--- src/rtl/slx_pkg.sv ---
// ----------------------------------------------------------------------------
// slx_pkg: shared types and constants for the script lexer
// Token record, field widths, token kinds, operator and error codes.
// ----------------------------------------------------------------------------
package slx_pkg;

  localparam int CH_BITS     = 8;
  localparam int KIND_BITS   = 5;
  localparam int OP_BITS     = 3;
  localparam int ERR_BITS    = 2;
  localparam int LINE_BITS   = 16;
  localparam int COLUMN_BITS = 16;
  localparam int LENGTH_BITS = 16;

  // result queue
  localparam int Q_DEPTH = 4;
  localparam int Q_AW    = 2;

  // token kinds
  localparam logic [KIND_BITS-1:0] K_IDENT   = 5'd0;
  localparam logic [KIND_BITS-1:0] K_NUMBER  = 5'd1;
  localparam logic [KIND_BITS-1:0] K_STRING  = 5'd2;
  localparam logic [KIND_BITS-1:0] K_ARITH   = 5'd3;
  localparam logic [KIND_BITS-1:0] K_CMP     = 5'd4;
  localparam logic [KIND_BITS-1:0] K_ASSIGN  = 5'd5;
  localparam logic [KIND_BITS-1:0] K_AND     = 5'd6;
  localparam logic [KIND_BITS-1:0] K_OR      = 5'd7;
  localparam logic [KIND_BITS-1:0] K_NOT     = 5'd8;
  localparam logic [KIND_BITS-1:0] K_LPAREN  = 5'd9;
  localparam logic [KIND_BITS-1:0] K_RPAREN  = 5'd10;
  localparam logic [KIND_BITS-1:0] K_LBRACE  = 5'd11;
  localparam logic [KIND_BITS-1:0] K_RBRACE  = 5'd12;
  localparam logic [KIND_BITS-1:0] K_LBRACK  = 5'd13;
  localparam logic [KIND_BITS-1:0] K_RBRACK  = 5'd14;
  localparam logic [KIND_BITS-1:0] K_COLON   = 5'd15;
  localparam logic [KIND_BITS-1:0] K_COMMA   = 5'd16;
  localparam logic [KIND_BITS-1:0] K_DOT     = 5'd17;
  localparam logic [KIND_BITS-1:0] K_NEWLINE = 5'd18;
  localparam logic [KIND_BITS-1:0] K_END     = 5'd19;
  localparam logic [KIND_BITS-1:0] K_ERROR   = 5'd20;

  // arithmetic operator codes
  localparam logic [OP_BITS-1:0] OP_NONE = 3'd0;
  localparam logic [OP_BITS-1:0] OP_ADD  = 3'd0;
  localparam logic [OP_BITS-1:0] OP_SUB  = 3'd1;
  localparam logic [OP_BITS-1:0] OP_MUL  = 3'd2;
  localparam logic [OP_BITS-1:0] OP_DIV  = 3'd3;
  localparam logic [OP_BITS-1:0] OP_MOD  = 3'd4;

  // compare operator codes
  localparam logic [OP_BITS-1:0] CMP_EQ = 3'd0;
  localparam logic [OP_BITS-1:0] CMP_NE = 3'd1;
  localparam logic [OP_BITS-1:0] CMP_LT = 3'd2;
  localparam logic [OP_BITS-1:0] CMP_LE = 3'd3;
  localparam logic [OP_BITS-1:0] CMP_GT = 3'd4;
  localparam logic [OP_BITS-1:0] CMP_GE = 3'd5;

  // error codes
  localparam logic [ERR_BITS-1:0] E_NONE   = 2'd0;
  localparam logic [ERR_BITS-1:0] E_STRING = 2'd1;
  localparam logic [ERR_BITS-1:0] E_BANG   = 2'd2;
  localparam logic [ERR_BITS-1:0] E_CHAR   = 2'd3;

  typedef struct packed {
    logic [KIND_BITS-1:0]   kind;
    logic [OP_BITS-1:0]     op;
    logic [ERR_BITS-1:0]    err;
    logic [LINE_BITS-1:0]   line;
    logic [COLUMN_BITS-1:0] col;
    logic [LENGTH_BITS-1:0] len;
    logic                   last;
  } tok_t;

  // up to two tokens per character; v1 implies v0
  typedef struct packed {
    logic v0;
    logic v1;
    tok_t t0;
    tok_t t1;
  } lex_out_t;

endpackage

--- src/rtl/slx_lex.sv ---
// ----------------------------------------------------------------------------
// slx_lex: lexer state and per-character token logic
// Holds the scanner state; for each character forms up to two tokens.
// ----------------------------------------------------------------------------
module slx_lex (
  input  logic                          clk,
  input  logic                          rst_n,
  input  logic                          fire,
  input  logic [slx_pkg::CH_BITS-1:0]   ch,
  input  logic                          eoi,
  output slx_pkg::lex_out_t             res,
  output logic                          at_rest
);

  localparam logic [2:0] M_IDLE   = 3'd0;
  localparam logic [2:0] M_STRING = 3'd1;
  localparam logic [2:0] M_NUMBER = 3'd2;
  localparam logic [2:0] M_IDENT  = 3'd3;
  localparam logic [2:0] M_PENDOP = 3'd4;
  localparam logic [2:0] M_ERROR  = 3'd5;

  localparam logic [1:0] KW_NONE = 2'd0;
  localparam logic [1:0] KW_A    = 2'd1;
  localparam logic [1:0] KW_O    = 2'd2;
  localparam logic [1:0] KW_N    = 2'd3;

  localparam logic [1:0] P_EQ   = 2'd0;
  localparam logic [1:0] P_BANG = 2'd1;
  localparam logic [1:0] P_LT   = 2'd2;
  localparam logic [1:0] P_GT   = 2'd3;

  localparam logic [7:0] CH_NL    = 8'h0A;
  localparam logic [7:0] CH_HASH  = "#";
  localparam logic [7:0] CH_DQ    = 8'h22;
  localparam logic [7:0] CH_SQ    = 8'h27;
  localparam logic [7:0] CH_EQ    = "=";
  localparam logic [7:0] CH_UNDER = "_";

  localparam int LB = slx_pkg::LINE_BITS;
  localparam int CB = slx_pkg::COLUMN_BITS;
  localparam int NB = slx_pkg::LENGTH_BITS;

  logic [2:0]    mode_r, mode_nxt;
  logic          quote_r, quote_nxt;
  logic [1:0]    kw_r, kw_nxt;
  logic [1:0]    pop_r, pop_nxt;
  logic          ac_r, ac_nxt;
  logic [LB-1:0] cur_line_r, cur_line_nxt;
  logic [CB-1:0] cur_col_r, cur_col_nxt;
  logic [LB-1:0] tok_line_r, tok_line_nxt;
  logic [CB-1:0] tok_col_r, tok_col_nxt;
  logic [NB-1:0] tok_len_r, tok_len_nxt;

  logic [LB-1:0] line_inc;
  logic [CB-1:0] col_inc;
  logic [NB-1:0] len_inc;
  logic          is_dig, is_alpha, is_word, is_ws;
  logic          va, vb, do_start;
  slx_pkg::tok_t ta, tb, single_op, ident_tok;
  logic [slx_pkg::KIND_BITS-1:0] punct_kind;
  logic [slx_pkg::OP_BITS-1:0]   arith_op, two_op;
  logic          punct_hit, arith_hit;

  function automatic slx_pkg::tok_t mk(
    input logic [slx_pkg::KIND_BITS-1:0] kind,
    input logic [slx_pkg::OP_BITS-1:0]   op,
    input logic [slx_pkg::ERR_BITS-1:0]  err,
    input logic [LB-1:0]                 line,
    input logic [CB-1:0]                 col,
    input logic [NB-1:0]                 len
  );
    slx_pkg::tok_t t;
    t.kind = kind;
    t.op   = op;
    t.err  = err;
    t.line = line;
    t.col  = col;
    t.len  = len;
    t.last = 1'b0;
    return t;
  endfunction

  assign line_inc = (&cur_line_r) ? cur_line_r : cur_line_r + LB'(1);
  assign col_inc  = (&cur_col_r)  ? cur_col_r  : cur_col_r  + CB'(1);
  assign len_inc  = (&tok_len_r)  ? tok_len_r  : tok_len_r  + NB'(1);

  assign is_dig   = (ch >= "0") && (ch <= "9");
  assign is_alpha = ((ch >= "a") && (ch <= "z")) || ((ch >= "A") && (ch <= "Z"));
  assign is_word  = is_alpha || is_dig || (ch == CH_UNDER);
  assign is_ws    = (ch == " ") || ((ch >= 8'd9) && (ch <= 8'd13));

  always_comb begin
    arith_hit = 1'b1;
    arith_op  = slx_pkg::OP_ADD;
    case (ch)
      "+":     arith_op = slx_pkg::OP_ADD;
      "-":     arith_op = slx_pkg::OP_SUB;
      "*":     arith_op = slx_pkg::OP_MUL;
      "/":     arith_op = slx_pkg::OP_DIV;
      "%":     arith_op = slx_pkg::OP_MOD;
      default: arith_hit = 1'b0;
    endcase
  end

  always_comb begin
    punct_hit  = 1'b1;
    punct_kind = slx_pkg::K_LPAREN;
    case (ch)
      "(":     punct_kind = slx_pkg::K_LPAREN;
      ")":     punct_kind = slx_pkg::K_RPAREN;
      "{":     punct_kind = slx_pkg::K_LBRACE;
      "}":     punct_kind = slx_pkg::K_RBRACE;
      "[":     punct_kind = slx_pkg::K_LBRACK;
      "]":     punct_kind = slx_pkg::K_RBRACK;
      ":":     punct_kind = slx_pkg::K_COLON;
      ",":     punct_kind = slx_pkg::K_COMMA;
      ".":     punct_kind = slx_pkg::K_DOT;
      default: punct_hit = 1'b0;
    endcase
  end

  always_comb begin
    case (pop_r)
      P_EQ:    two_op = slx_pkg::CMP_EQ;
      P_BANG:  two_op = slx_pkg::CMP_NE;
      P_LT:    two_op = slx_pkg::CMP_LE;
      default: two_op = slx_pkg::CMP_GE;
    endcase
  end

  // one-character form of a pending '=', '<' or '>'
  always_comb begin
    if (pop_r == P_EQ) begin
      single_op = mk(slx_pkg::K_ASSIGN, slx_pkg::OP_NONE, slx_pkg::E_NONE,
                     tok_line_r, tok_col_r, NB'(1));
    end else begin
      single_op = mk(slx_pkg::K_CMP, (pop_r == P_LT) ? slx_pkg::CMP_LT : slx_pkg::CMP_GT,
                     slx_pkg::E_NONE, tok_line_r, tok_col_r, NB'(1));
    end
  end

  always_comb begin
    ident_tok = mk(slx_pkg::K_IDENT, slx_pkg::OP_NONE, slx_pkg::E_NONE,
                   tok_line_r, tok_col_r, tok_len_r);
    if (kw_r == KW_A && tok_len_r == NB'(3)) begin
      ident_tok.kind = slx_pkg::K_AND;
    end else if (kw_r == KW_O && tok_len_r == NB'(2)) begin
      ident_tok.kind = slx_pkg::K_OR;
    end else if (kw_r == KW_N && tok_len_r == NB'(3)) begin
      ident_tok.kind = slx_pkg::K_NOT;
    end
  end

  always_comb begin
    mode_nxt     = mode_r;
    quote_nxt    = quote_r;
    kw_nxt       = kw_r;
    pop_nxt      = pop_r;
    ac_nxt       = ac_r;
    cur_line_nxt = cur_line_r;
    cur_col_nxt  = cur_col_r;
    tok_line_nxt = tok_line_r;
    tok_col_nxt  = tok_col_r;
    tok_len_nxt  = tok_len_r;
    va           = 1'b0;
    vb           = 1'b0;
    ta           = '0;
    tb           = '0;
    do_start     = 1'b0;

    if (eoi) begin
      case (mode_r)
        M_STRING: begin
          va = 1'b1;
          ta = mk(slx_pkg::K_ERROR, slx_pkg::OP_NONE, slx_pkg::E_STRING,
                  tok_line_r, tok_col_r, '0);
        end
        M_NUMBER: begin
          va = 1'b1;
          ta = mk(slx_pkg::K_NUMBER, slx_pkg::OP_NONE, slx_pkg::E_NONE,
                  tok_line_r, tok_col_r, tok_len_r);
        end
        M_IDENT: begin
          va = 1'b1;
          ta = ident_tok;
        end
        M_PENDOP: begin
          va = 1'b1;
          if (pop_r == P_BANG) begin
            ta = mk(slx_pkg::K_ERROR, slx_pkg::OP_NONE, slx_pkg::E_BANG,
                    tok_line_r, tok_col_r, '0);
          end else begin
            ta = single_op;
          end
        end
        default: ;
      endcase
      // no end token once an error was or is being reported
      vb = !((mode_r == M_STRING) || (mode_r == M_ERROR) ||
             (mode_r == M_PENDOP && pop_r == P_BANG));
      tb = mk(slx_pkg::K_END, slx_pkg::OP_NONE, slx_pkg::E_NONE,
              cur_line_r, cur_col_r, '0);
      mode_nxt     = M_IDLE;
      quote_nxt    = 1'b0;
      kw_nxt       = KW_NONE;
      pop_nxt      = P_EQ;
      ac_nxt       = 1'b0;
      cur_line_nxt = LB'(1);
      cur_col_nxt  = CB'(1);
      tok_line_nxt = LB'(1);
      tok_col_nxt  = CB'(1);
      tok_len_nxt  = '0;
    end else begin
      case (mode_r)
        M_ERROR: ;
        M_STRING: begin
          if (ch == (quote_r ? CH_SQ : CH_DQ)) begin
            va = 1'b1;
            ta = mk(slx_pkg::K_STRING, slx_pkg::OP_NONE, slx_pkg::E_NONE,
                    tok_line_r, tok_col_r, tok_len_r);
            cur_col_nxt = col_inc;
            mode_nxt    = M_IDLE;
          end else if (ch == CH_NL) begin
            va = 1'b1;
            ta = mk(slx_pkg::K_ERROR, slx_pkg::OP_NONE, slx_pkg::E_STRING,
                    tok_line_r, tok_col_r, '0);
            mode_nxt = M_ERROR;
          end else begin
            tok_len_nxt = len_inc;
            cur_col_nxt = col_inc;
          end
        end
        M_NUMBER: begin
          if (is_dig) begin
            tok_len_nxt = len_inc;
            cur_col_nxt = col_inc;
          end else begin
            va = 1'b1;
            ta = mk(slx_pkg::K_NUMBER, slx_pkg::OP_NONE, slx_pkg::E_NONE,
                    tok_line_r, tok_col_r, tok_len_r);
            do_start = 1'b1;
          end
        end
        M_IDENT: begin
          if (is_word) begin
            // keyword tracking checks the character at offset tok_len
            case (kw_r)
              KW_A: begin
                if (!((tok_len_r == NB'(1) && ch == "n") ||
                      (tok_len_r == NB'(2) && ch == "d"))) begin
                  kw_nxt = KW_NONE;
                end
              end
              KW_N: begin
                if (!((tok_len_r == NB'(1) && ch == "o") ||
                      (tok_len_r == NB'(2) && ch == "t"))) begin
                  kw_nxt = KW_NONE;
                end
              end
              KW_O: begin
                if (!(tok_len_r == NB'(1) && ch == "r")) begin
                  kw_nxt = KW_NONE;
                end
              end
              default: ;
            endcase
            tok_len_nxt = len_inc;
            cur_col_nxt = col_inc;
          end else begin
            va = 1'b1;
            ta = ident_tok;
            do_start = 1'b1;
          end
        end
        M_PENDOP: begin
          if (ch == CH_EQ) begin
            va = 1'b1;
            ta = mk(slx_pkg::K_CMP, two_op, slx_pkg::E_NONE,
                    tok_line_r, tok_col_r, NB'(2));
            cur_col_nxt = col_inc;
            mode_nxt    = M_IDLE;
          end else if (pop_r == P_BANG) begin
            va = 1'b1;
            ta = mk(slx_pkg::K_ERROR, slx_pkg::OP_NONE, slx_pkg::E_BANG,
                    tok_line_r, tok_col_r, '0);
            mode_nxt = M_ERROR;
          end else begin
            va = 1'b1;
            ta = single_op;
            do_start = 1'b1;
          end
        end
        default: do_start = 1'b1;
      endcase

      // token start on the current character
      if (do_start) begin
        mode_nxt = M_IDLE;
        if (ac_r) begin
          if (ch == CH_NL) begin
            vb = 1'b1;
            tb = mk(slx_pkg::K_NEWLINE, slx_pkg::OP_NONE, slx_pkg::E_NONE,
                    cur_line_r, cur_col_r, NB'(1));
            cur_line_nxt = line_inc;
            cur_col_nxt  = CB'(1);
            ac_nxt       = 1'b0;
          end else begin
            cur_col_nxt = col_inc;
          end
        end else if (ch == CH_NL) begin
          cur_line_nxt = line_inc;
          cur_col_nxt  = CB'(1);
        end else if (is_ws) begin
          cur_col_nxt = col_inc;
        end else if (ch == CH_HASH) begin
          ac_nxt      = 1'b1;
          cur_col_nxt = col_inc;
        end else if (ch == CH_DQ || ch == CH_SQ) begin
          quote_nxt    = (ch == CH_SQ);
          mode_nxt     = M_STRING;
          tok_line_nxt = cur_line_r;
          tok_col_nxt  = cur_col_r;
          tok_len_nxt  = '0;
          cur_col_nxt  = col_inc;
        end else if (is_dig) begin
          mode_nxt     = M_NUMBER;
          tok_line_nxt = cur_line_r;
          tok_col_nxt  = cur_col_r;
          tok_len_nxt  = NB'(1);
          cur_col_nxt  = col_inc;
        end else if (is_alpha || ch == CH_UNDER) begin
          mode_nxt     = M_IDENT;
          tok_line_nxt = cur_line_r;
          tok_col_nxt  = cur_col_r;
          tok_len_nxt  = NB'(1);
          cur_col_nxt  = col_inc;
          kw_nxt = (ch == "a") ? KW_A : (ch == "o") ? KW_O : (ch == "n") ? KW_N : KW_NONE;
        end else if (arith_hit) begin
          vb = 1'b1;
          tb = mk(slx_pkg::K_ARITH, arith_op, slx_pkg::E_NONE,
                  cur_line_r, cur_col_r, NB'(1));
          cur_col_nxt = col_inc;
        end else if (ch == "=" || ch == "!" || ch == "<" || ch == ">") begin
          pop_nxt = (ch == "=") ? P_EQ : (ch == "!") ? P_BANG : (ch == "<") ? P_LT : P_GT;
          mode_nxt     = M_PENDOP;
          tok_line_nxt = cur_line_r;
          tok_col_nxt  = cur_col_r;
          tok_len_nxt  = NB'(1);
          cur_col_nxt  = col_inc;
        end else if (punct_hit) begin
          vb = 1'b1;
          tb = mk(punct_kind, slx_pkg::OP_NONE, slx_pkg::E_NONE,
                  cur_line_r, cur_col_r, NB'(1));
          cur_col_nxt = col_inc;
        end else begin
          vb = 1'b1;
          tb = mk(slx_pkg::K_ERROR, slx_pkg::OP_NONE, slx_pkg::E_CHAR,
                  cur_line_r, cur_col_r, '0);
          mode_nxt = M_ERROR;
        end
      end
    end
  end

  always_comb begin
    res.v0      = va | vb;
    res.v1      = va & vb;
    res.t0      = va ? ta : tb;
    res.t0.last = !(va & vb);
    res.t1      = tb;
    res.t1.last = 1'b1;
  end

  assign at_rest = (mode_r == M_IDLE) && !ac_r &&
                   (cur_line_r == LB'(1)) && (cur_col_r == CB'(1));

  always_ff @(posedge clk) begin
    if (!rst_n) begin
      mode_r     <= M_IDLE;
      quote_r    <= 1'b0;
      kw_r       <= KW_NONE;
      pop_r      <= P_EQ;
      ac_r       <= 1'b0;
      cur_line_r <= LB'(1);
      cur_col_r  <= CB'(1);
      tok_line_r <= LB'(1);
      tok_col_r  <= CB'(1);
      tok_len_r  <= '0;
    end else if (fire) begin
      mode_r     <= mode_nxt;
      quote_r    <= quote_nxt;
      kw_r       <= kw_nxt;
      pop_r      <= pop_nxt;
      ac_r       <= ac_nxt;
      cur_line_r <= cur_line_nxt;
      cur_col_r  <= cur_col_nxt;
      tok_line_r <= tok_line_nxt;
      tok_col_r  <= tok_col_nxt;
      tok_len_r  <= tok_len_nxt;
    end
  end

endmodule

--- src/rtl/slx_outq.sv ---
// ----------------------------------------------------------------------------
// slx_outq: token result queue
// Small register queue taking up to two tokens per cycle, one out per cycle.
// ----------------------------------------------------------------------------
module slx_outq (
  input  logic                       clk,
  input  logic                       rst_n,
  input  logic                       push,
  input  slx_pkg::lex_out_t          din,
  input  logic                       pop,
  output slx_pkg::tok_t              head,
  output logic [slx_pkg::Q_AW:0]     cnt
);

  localparam int AW = slx_pkg::Q_AW;

  slx_pkg::tok_t   mem_r [slx_pkg::Q_DEPTH];
  logic [AW-1:0]   wp_r, wp_nxt, rp_r, rp_nxt;
  logic [AW:0]     cnt_r, cnt_nxt;
  logic            w0, w1;

  assign w0 = push & din.v0;
  assign w1 = push & din.v1;

  assign wp_nxt  = wp_r + AW'(w0) + AW'(w1);
  assign rp_nxt  = rp_r + AW'(pop);
  assign cnt_nxt = cnt_r + (AW+1)'(w0) + (AW+1)'(w1) - (AW+1)'(pop);

  always_ff @(posedge clk) begin
    if (w0) begin
      mem_r[wp_r] <= din.t0;
    end
    if (w1) begin
      mem_r[wp_r + AW'(1)] <= din.t1;
    end
  end

  always_ff @(posedge clk) begin
    if (!rst_n) begin
      wp_r  <= '0;
      rp_r  <= '0;
      cnt_r <= '0;
    end else begin
      wp_r  <= wp_nxt;
      rp_r  <= rp_nxt;
      cnt_r <= cnt_nxt;
    end
  end

  assign head = mem_r[rp_r];
  assign cnt  = cnt_r;

endmodule

--- src/rtl/script_lexer_core.sv ---
// ----------------------------------------------------------------------------
// script_lexer_core: streaming lexer, one byte in per cycle unless stalled
// Turns a byte stream into tokens with kind, operator, position and length.
// ----------------------------------------------------------------------------
// Usage:
//   Input channel in_*: one source byte per transaction in in_tdata; in_tlast
//   set marks end of source (the byte is then ignored), flushing any pending
//   token, emitting the end token if no error, and returning to start state.
//   Output channel out_*: one token per transaction; out_tlast marks the last
//   token caused by one input transaction. Bytes that cause no token (spaces,
//   comments, characters inside a token) produce no output transaction.
//   out_tvalid rises once an accepted byte has passed the input register and
//   the token logic has written its tokens to the result queue; a queue
//   without room holds the byte in the input register before that write.
//   Throughput: one byte per cycle while each byte yields at most one token
//   and the receiver keeps out_tready high; a byte that closes one token and
//   emits another yields two tokens, which leave the 4-entry result queue at
//   one per cycle, so the output port bounds the rate to one token per cycle.
//   A stalled receiver fills the queue; input is held off once fewer than two
//   queue slots remain free.
//   Reset (rst_n low, synchronous) empties the queue and puts the lexer at
//   line 1, column 1 with no open token.
// ----------------------------------------------------------------------------
module script_lexer_core (
  input  logic        clk,
  input  logic        rst_n,
  input  logic        in_tvalid,
  output logic        in_tready,
  input  logic [7:0]  in_tdata,   // [7:0] ch
  input  logic        in_tlast,   // end_of_input
  output logic        out_tvalid,
  input  logic        out_tready,
  output logic [55:0] out_tdata,  // [2:0] op_code, [4:3] error_code,
                                  // [20:5] start_line, [36:21] start_column,
                                  // [52:37] token_length, [55:53] zero
  output logic [4:0]  out_tuser,  // [4:0] token_kind
  output logic        out_tlast   // last
);

  localparam int AW = slx_pkg::Q_AW;

  logic                   v1_r;
  logic [7:0]             ch_r;
  logic                   eoi_r;
  logic                   fire;
  logic                   at_rest;
  logic [AW:0]            q_cnt;
  slx_pkg::lex_out_t      lex_res;
  slx_pkg::tok_t          head;

  assign fire      = v1_r && (q_cnt <= (AW+1)'(slx_pkg::Q_DEPTH - 2));
  assign in_tready = !v1_r || fire;

  always_ff @(posedge clk) begin
    if (!rst_n) begin
      v1_r <= 1'b0;
    end else if (in_tready) begin
      v1_r <= in_tvalid;
    end
  end

  always_ff @(posedge clk) begin
    if (in_tready && in_tvalid) begin
      ch_r  <= in_tdata;
      eoi_r <= in_tlast;
    end
  end

  slx_lex u_lex (
    .clk     (clk),
    .rst_n   (rst_n),
    .fire    (fire),
    .ch      (ch_r),
    .eoi     (eoi_r),
    .res     (lex_res),
    .at_rest (at_rest)
  );

  slx_outq u_outq (
    .clk   (clk),
    .rst_n (rst_n),
    .push  (fire),
    .din   (lex_res),
    .pop   (out_tvalid && out_tready),
    .head  (head),
    .cnt   (q_cnt)
  );

  assign out_tvalid = (q_cnt != '0);
  assign out_tuser  = head.kind;
  assign out_tlast  = head.last;
  assign out_tdata  = {3'b000, head.len, head.col, head.line, head.err, head.op};

  // queue never overflows
  a_q_bound: assert property (@(posedge clk) disable iff (!rst_n)
    q_cnt <= (AW+1)'(slx_pkg::Q_DEPTH))
    else $error("result queue overflow");

  // end of source puts the lexer back at its start state
  a_eoi_rest: assert property (@(posedge clk) disable iff (!rst_n)
    fire && eoi_r |=> at_rest)
    else $error("lexer not at rest after end of source");

  // an accepted transaction is held in the input register next cycle
  a_in_capture: assert property (@(posedge clk) disable iff (!rst_n)
    in_tvalid && in_tready |=> v1_r)
    else $error("accepted input transaction lost");

  // after a token leaves on the port the queue count stays within its depth
  a_pop_nonempty: assert property (@(posedge clk) disable iff (!rst_n)
    out_tvalid && out_tready |=> q_cnt <= (AW+1)'(slx_pkg::Q_DEPTH))
    else $error("queue count corrupt after pop");

endmodule
--- config.mk ---
export PLATFORM = sky130hd
export DESIGN_NAME = script_lexer_core
export DESIGN_NICKNAME = d
export VERILOG_FILES = /design/src/rtl/slx_pkg.sv /design/src/rtl/slx_lex.sv /design/src/rtl/slx_outq.sv /design/src/rtl/script_lexer_core.sv
export SDC_FILE = /design/constraint.sdc
export NUM_CORES = 1
export LEC_CHECK = 0
export BUFFER_PORTS_ARGS = -buffer_cell sky130_fd_sc_hd__buf_2
export CORE_UTILIZATION = 35
export DETAILED_ROUTE_END_ITERATION = 8
export PLACE_DENSITY = 0.58
export SLEW_MARGIN = 0
export SYNTH_ARGS = -nofsm -noshare
export SYNTH_HDL_FRONTEND = slang
export SYNTH_SLANG_ARGS = --single-unit
--- constraint.sdc ---
create_clock -name clk -period 7.7 [get_ports clk]
set_input_delay 1.54 -clock clk [delete_from_list [all_inputs] [get_ports clk]]
set_output_delay 1.54 -clock clk [all_outputs]
set_load 0.02 [all_outputs]
======== Word level (Yosys, flattened, before mapping) ========
Memories as Yosys holds them, arrays and structs flattened. A register that Yosys moved wholly into a read port is not among the register bits.
Cells that the tools add are included.
operators by class
  add/sub/neg operators ................... 10
  magnitude comparators ................... 9
  bitwise operators ....................... 4
  multiplexer cells ....................... 187
  equality and inequality tests ........... 56
  reductions and logical operators ........ 54
operator list
  kind                     number
  $mux W59                 20
  $mux W16                 61
  $pmux W59 S4             2
  $eq A8 B6 Y1 const B     18
  $mux W55                 2
  $eq A8 B7 Y1 const B     11
  $pmux W16 S4             1
  $mux W2                  31
  $mux W3                  18
  $add A16 B1 Y16 const B  3
  $pmux W16 S3             1
  $reduce_and A16 Y1       3
  $mux W1                  41
  $pmux W5 S8              1
  $eq A16 B2 Y1 const B    2
  $ne A2 B2 Y1 const B     9
  $eq A16 B1 Y1 const B    1
  $ge A8 B7 Y1 const B     2
  $le A8 B7 Y1 const B     2
  $logic_and A1 B1 Y1      16
  $logic_or A1 B1 Y1       14
  $pmux W3 S4              1
  $reduce_and A11 Y1       1
  $mux W5                  2
  other kinds (39)         57
storage, ports and cells
  register bits after elaboration ......... 106
  bits of input ports ..................... 13
  RAM bits ................................ 236
  memories ................................ 1
  output and inout bits ................... 64
memory list
  memory        words  width  rd ports  clocked after Yosys merged registers in  write ports  RTL line        text
  u_outq.mem_r  4      59     1         1                                        2            slx_outq.sv:17  slx_pkg::tok_t mem_r [slx_pkg::Q_DEPTH];

======== Longest topological paths before layout ========
  depth after elaboration ................. 20
  gate-level depth with buffers ........... 14

======== Cells and area by module ========
Synthesis repeated with hierarchy kept, for this count alone.
second synthesis, totals
  cells, all modules ...................... 1505
  area, all modules ....................... 19163.4 µm²
by module, submodules not included
  module             sequential area each (µm²)  instances  area each (µm²)  cells an instance
  slx_outq           7226.9                      1          11833.8          615
  slx_lex            1781.7                      1          6944.2           865
  script_lexer_core  290.3                       1          385.4            25

======== Worst setup path before layout ========
No wires, ideal clock.
  path kind ............................... register to register
  from .................................... register ch_r[2]
  to ...................................... memory u_outq.mem_r[1][17] in the netlist's numbering (enable)
  setup slack ............................. 3.669 ns
  clock period less this slack ............ 4.031 ns
  data required time ...................... 7.299 ns
  data arrival time ....................... 3.630 ns
  stages on the path, launching flop included .. 12
  cells stage by stage .................... edfxtp_1 -> or4_1 -> o2111ai_2 -> or3b_2 -> a21oi_1 -> or3_1 -> clkbuf_1 -> buf_2 -> nor2_4 -> nand2_2 -> clkbuf_1 -> nand2_1
RTL lines
  what                      RTL line                 text
  start: declaration        script_lexer_core.sv:43  logic [7:0] ch_r;
  start signal: assignment  script_lexer_core.sv:64  ch_r <= in_tdata;
  end: declaration          slx_outq.sv:17

==> flow_summary_export.csv <==
group,metric,value,unit
floorplanning,die_area,49230,um2
route,drc,0,
clocking,clk_latency,0.56,ns
floorplanning,core_area,47750,um2
power_and_ir_drop,power,4.969,mW
clocking,cts_resized,0,
sta,worst_pin_slew,1.192,ns
yosys,synth_area_leaders,"edfxtp_1 (32%), dfxtp_1 (19%), mux4_2 (7.9%)",
finish,synthToLayoutAreaGrowth,12.53,%
power_and_ir_drop,irDropWorstVdd,0.1418,mV
finish,final_core_util,39.88,%
yosys,synth_top_area_cell,"edfxtp_1",
clocking,htree_levels,2,
clocking,cts_tree,"built",
sta,timing.final.crit_share,68.00,%
yosys,synth_top_area_share,32.12,%
yosys,synth_edf_count,181,
clocking,cts-root-buf,"clkbuf_16",
route,drt_iter0_markers,1289,
finish,nets,1732,
floorplanning,rows,80,
sta,rsz0062_at_grt,"false",
floorplanning,start_util,35.44,%
route,antenna_left,0,
min_path,hp-class,"reg -> reg",
yosys,yosysUniqueCellTypes,84,
clocking,post_cts_buffers,0,
route,wl_per_cell,21.17,um
worst_setup_path,critPathRequiredTime,7.91,ns
yosys,ys_ff_latch,342,
power_and_ir_drop,power.density,260.9,nW/um2
worst_setup_path,rr_worst_depth,8,
min_path,min_delay_path_depth,1,
worst_setup_path,cp_slowest_cell,"nand2_2",
route,vias,13680,
sta,slew_headroom,20.35,%
yosys,synth_flop_cell,"edfxtp_1",
route,drt-total-wl,49.85,mm
sta,timing.final.max_slew_violations,0,
placement,gp_congestion,0.8884,
sta,timing.final.hold_violations,0,
worst_setup_path,crit_path_start_kind,"flop",
route,detail_route.vias_per_cell,5.811,
sta,setup_slack,2.464,ns
placement,numPortBuffers,73,
clocking,cts_hold_buf,0,
sta,timing.hold.ws,0.4708,ns
worst_setup_path,crit_path_end_kind,"flop",
grt,grt_pass1_wl,77.58,mm
power_and_ir_drop,p_leak,5.967,nW
run,cap_violations,0,
sta,skew,0.01746,ns
grt,grt_antenna_before_repair,1,
run_status,outcome,"complete, no violations",
yosys,synth.most_common_cell,"nand2_1",
worst_setup_path,critPathMaxFanout,27,
yosys,async_flop_share,0,%
yosys,postSynthAreaPerCell,10.01,um2
yosys,yosysSeqAreaShare,51.16,%
worst_setup_path,crit_chain,"or4_1 > o2111ai_2 > o211ai_2 > o21a_1 > o31ai_4 > nand2_1 > nand2_2 > buf_4",
yosys,yosys_warnings,0,
grt,grt_overflow,0,
power_and_ir_drop,switching_power,1.546,mW
power_and_ir_drop,p_int,3.423,mW
finish,diodes,0,
floorplanning,die_h,221.9,um
yosys,syn_inst,1690,
power_and_ir_drop,pwr-share-seq,42.5,%
power_and_ir_drop,p_sw_share,31.12,%
sta,fmax,191.0,MHz
clocking,clkTransAtPathRegs,0.06,ns
grt,grt_usage,20.15,%
worst_setup_path,timing.critical_path.slowest_cell_delay,0.80,ns
yosys,synthTopCellsByCount,"nand2_1 (254), edfxtp_1 (181), o21ai_0 (176)",
grt,grt_max_degree,61,
sta,final.min_clock_period,5.236,ns
clocking,cts_num_sinks,342,
power_and_ir_drop,p_comb_share,21.8,%
power_and_ir_drop,power_frac_clock,35.7,%
worst_setup_path,path_class,"reg -> reg",
clocking,cts_made_buffers,39,
clocking,clk_path_buf_depth,3,
route,dr.pass1.iters,8,
grt,grt_pass1_vias,13250,
sta,finalSetupTns,0,ns
placement,hpwl,32.26,mm
finish,drive_gt1_share,15.64,%
yosys,syn-cell-area,16920,um2
placement,place_ws,2.459,ns
worst_setup_path,crit_arrival,5.45,ns
sta,setup_viol,0,
floorplanning,die_x,221.9,um
floorplanning,io_pins,77,
## state kept, by name, indices dropped and copies added, names as in the netlist, 2 cells and up
| name | flops |
|---|---|
| ch_r | 8 |
| u_lex.cur_col_r | 16 |
| u_lex.cur_line_r | 16 |
| u_lex.kw_r | 2 |
| u_lex.mode_r | 3 |
| u_lex.pop_r | 2 |
| u_lex.tok_col_r | 16 |
| u_lex.tok_len_r | 16 |
| u_lex.tok_line_r | 16 |
| u_outq.cnt | 3 |
| u_outq.mem_r | 236 |
| u_outq.rp_r | 2 |
| u_outq.wp_r | 2 |
## stage by stage
step                area (um2)  instances
finish                   19040       2354
CTS                      19040       2354
global route             19040       2354
detailed placement       17820       2282
global placement         17820       2282
floorplan                16930       1692
## worst max-delay path: cells and delay by family, from the launching register on
kind            cells  cell delay (ns)
simple gates        3             2.15
compound gates      4             1.54
flops               1             0.71
buf+inv             1             0.44
## logic make-up after synthesis
group	share of synthesized area (%)
buffers and inverters	3.512
adder cells (fa/ha/maj)	0.9464
other	0.02216
AND/OR/NAND/NOR	18.10
multiplexers	8.037
flip-flops	51.16
XOR/XNOR	1.087
AO/OA/AOI/OAI	17.13
## final cells by class
class | instances | area, um2
repair buffers | 103 | 590.6
inverters | 18 | 67.56
clock inverters | 14 | 91.34
fillers | 4578 | 28700
well taps | 615 | 769.5
clock buffers | 58 | 1130
flip-flops and latches | 342 | 8663
multi-input cells | 1204 | 7731
## power groups by stage
stage	Clock [mW]	Combinational (mW)	Sequential, mW
after CTS	1.81	1.09	2.11
final	1.77	1.08	2.11
after detailed placement	0	1.09	2.15
after global routing	1.88	1.16	2.13
after global placement	0	1.08	2.15
after floorplan	0	0.802	2.08
## per-layer routing
metal	part of all wire, %	up-vias	GRT usage (%)
met5	0.020	-	0
met4	2.7	2	7.325
met3	6.1	88	3.207
met2	48	485	33.44
met1	44	6716	26.55
li1	-	6389	-
## layout by cell type (no fill, tap or decap), types with 13 or more instances in the layout
master       n
nand3_1     88
a22oi_1     32
nor4_1      14
o22ai_1     42
nor3_1      22
o21ai_1     45
and2_1      20
buf_4       30
dfxtp_1    159
a31oi_1     18
nand4_1     23
edfxtp_1   181
a31o_2      14
mux4_2      59
nand2_1    250
clkbuf_1    13
and3_1      19
inv_1       17
xnor2_1     19
buf_2       73
clkbuf_16   41
o21ai_0    176
nor2_1     115
a21oi_1     47
## final timing paths
check,startpoint,to,slack (ns)
hold / removal,u_outq.mem_r[0][0],u_outq.mem_r[0][0],0.47
setup reg to reg,ch_r[2],u_outq.mem_r[3][57],2.46
hold reg to reg,u_outq.mem_r[0][0],u_outq.mem_r[0][0],0.47
setup / recovery,ch_r[2],u_outq.mem_r[3][57],2.46
Note: power is estimated with default switching activity, not from simulation.
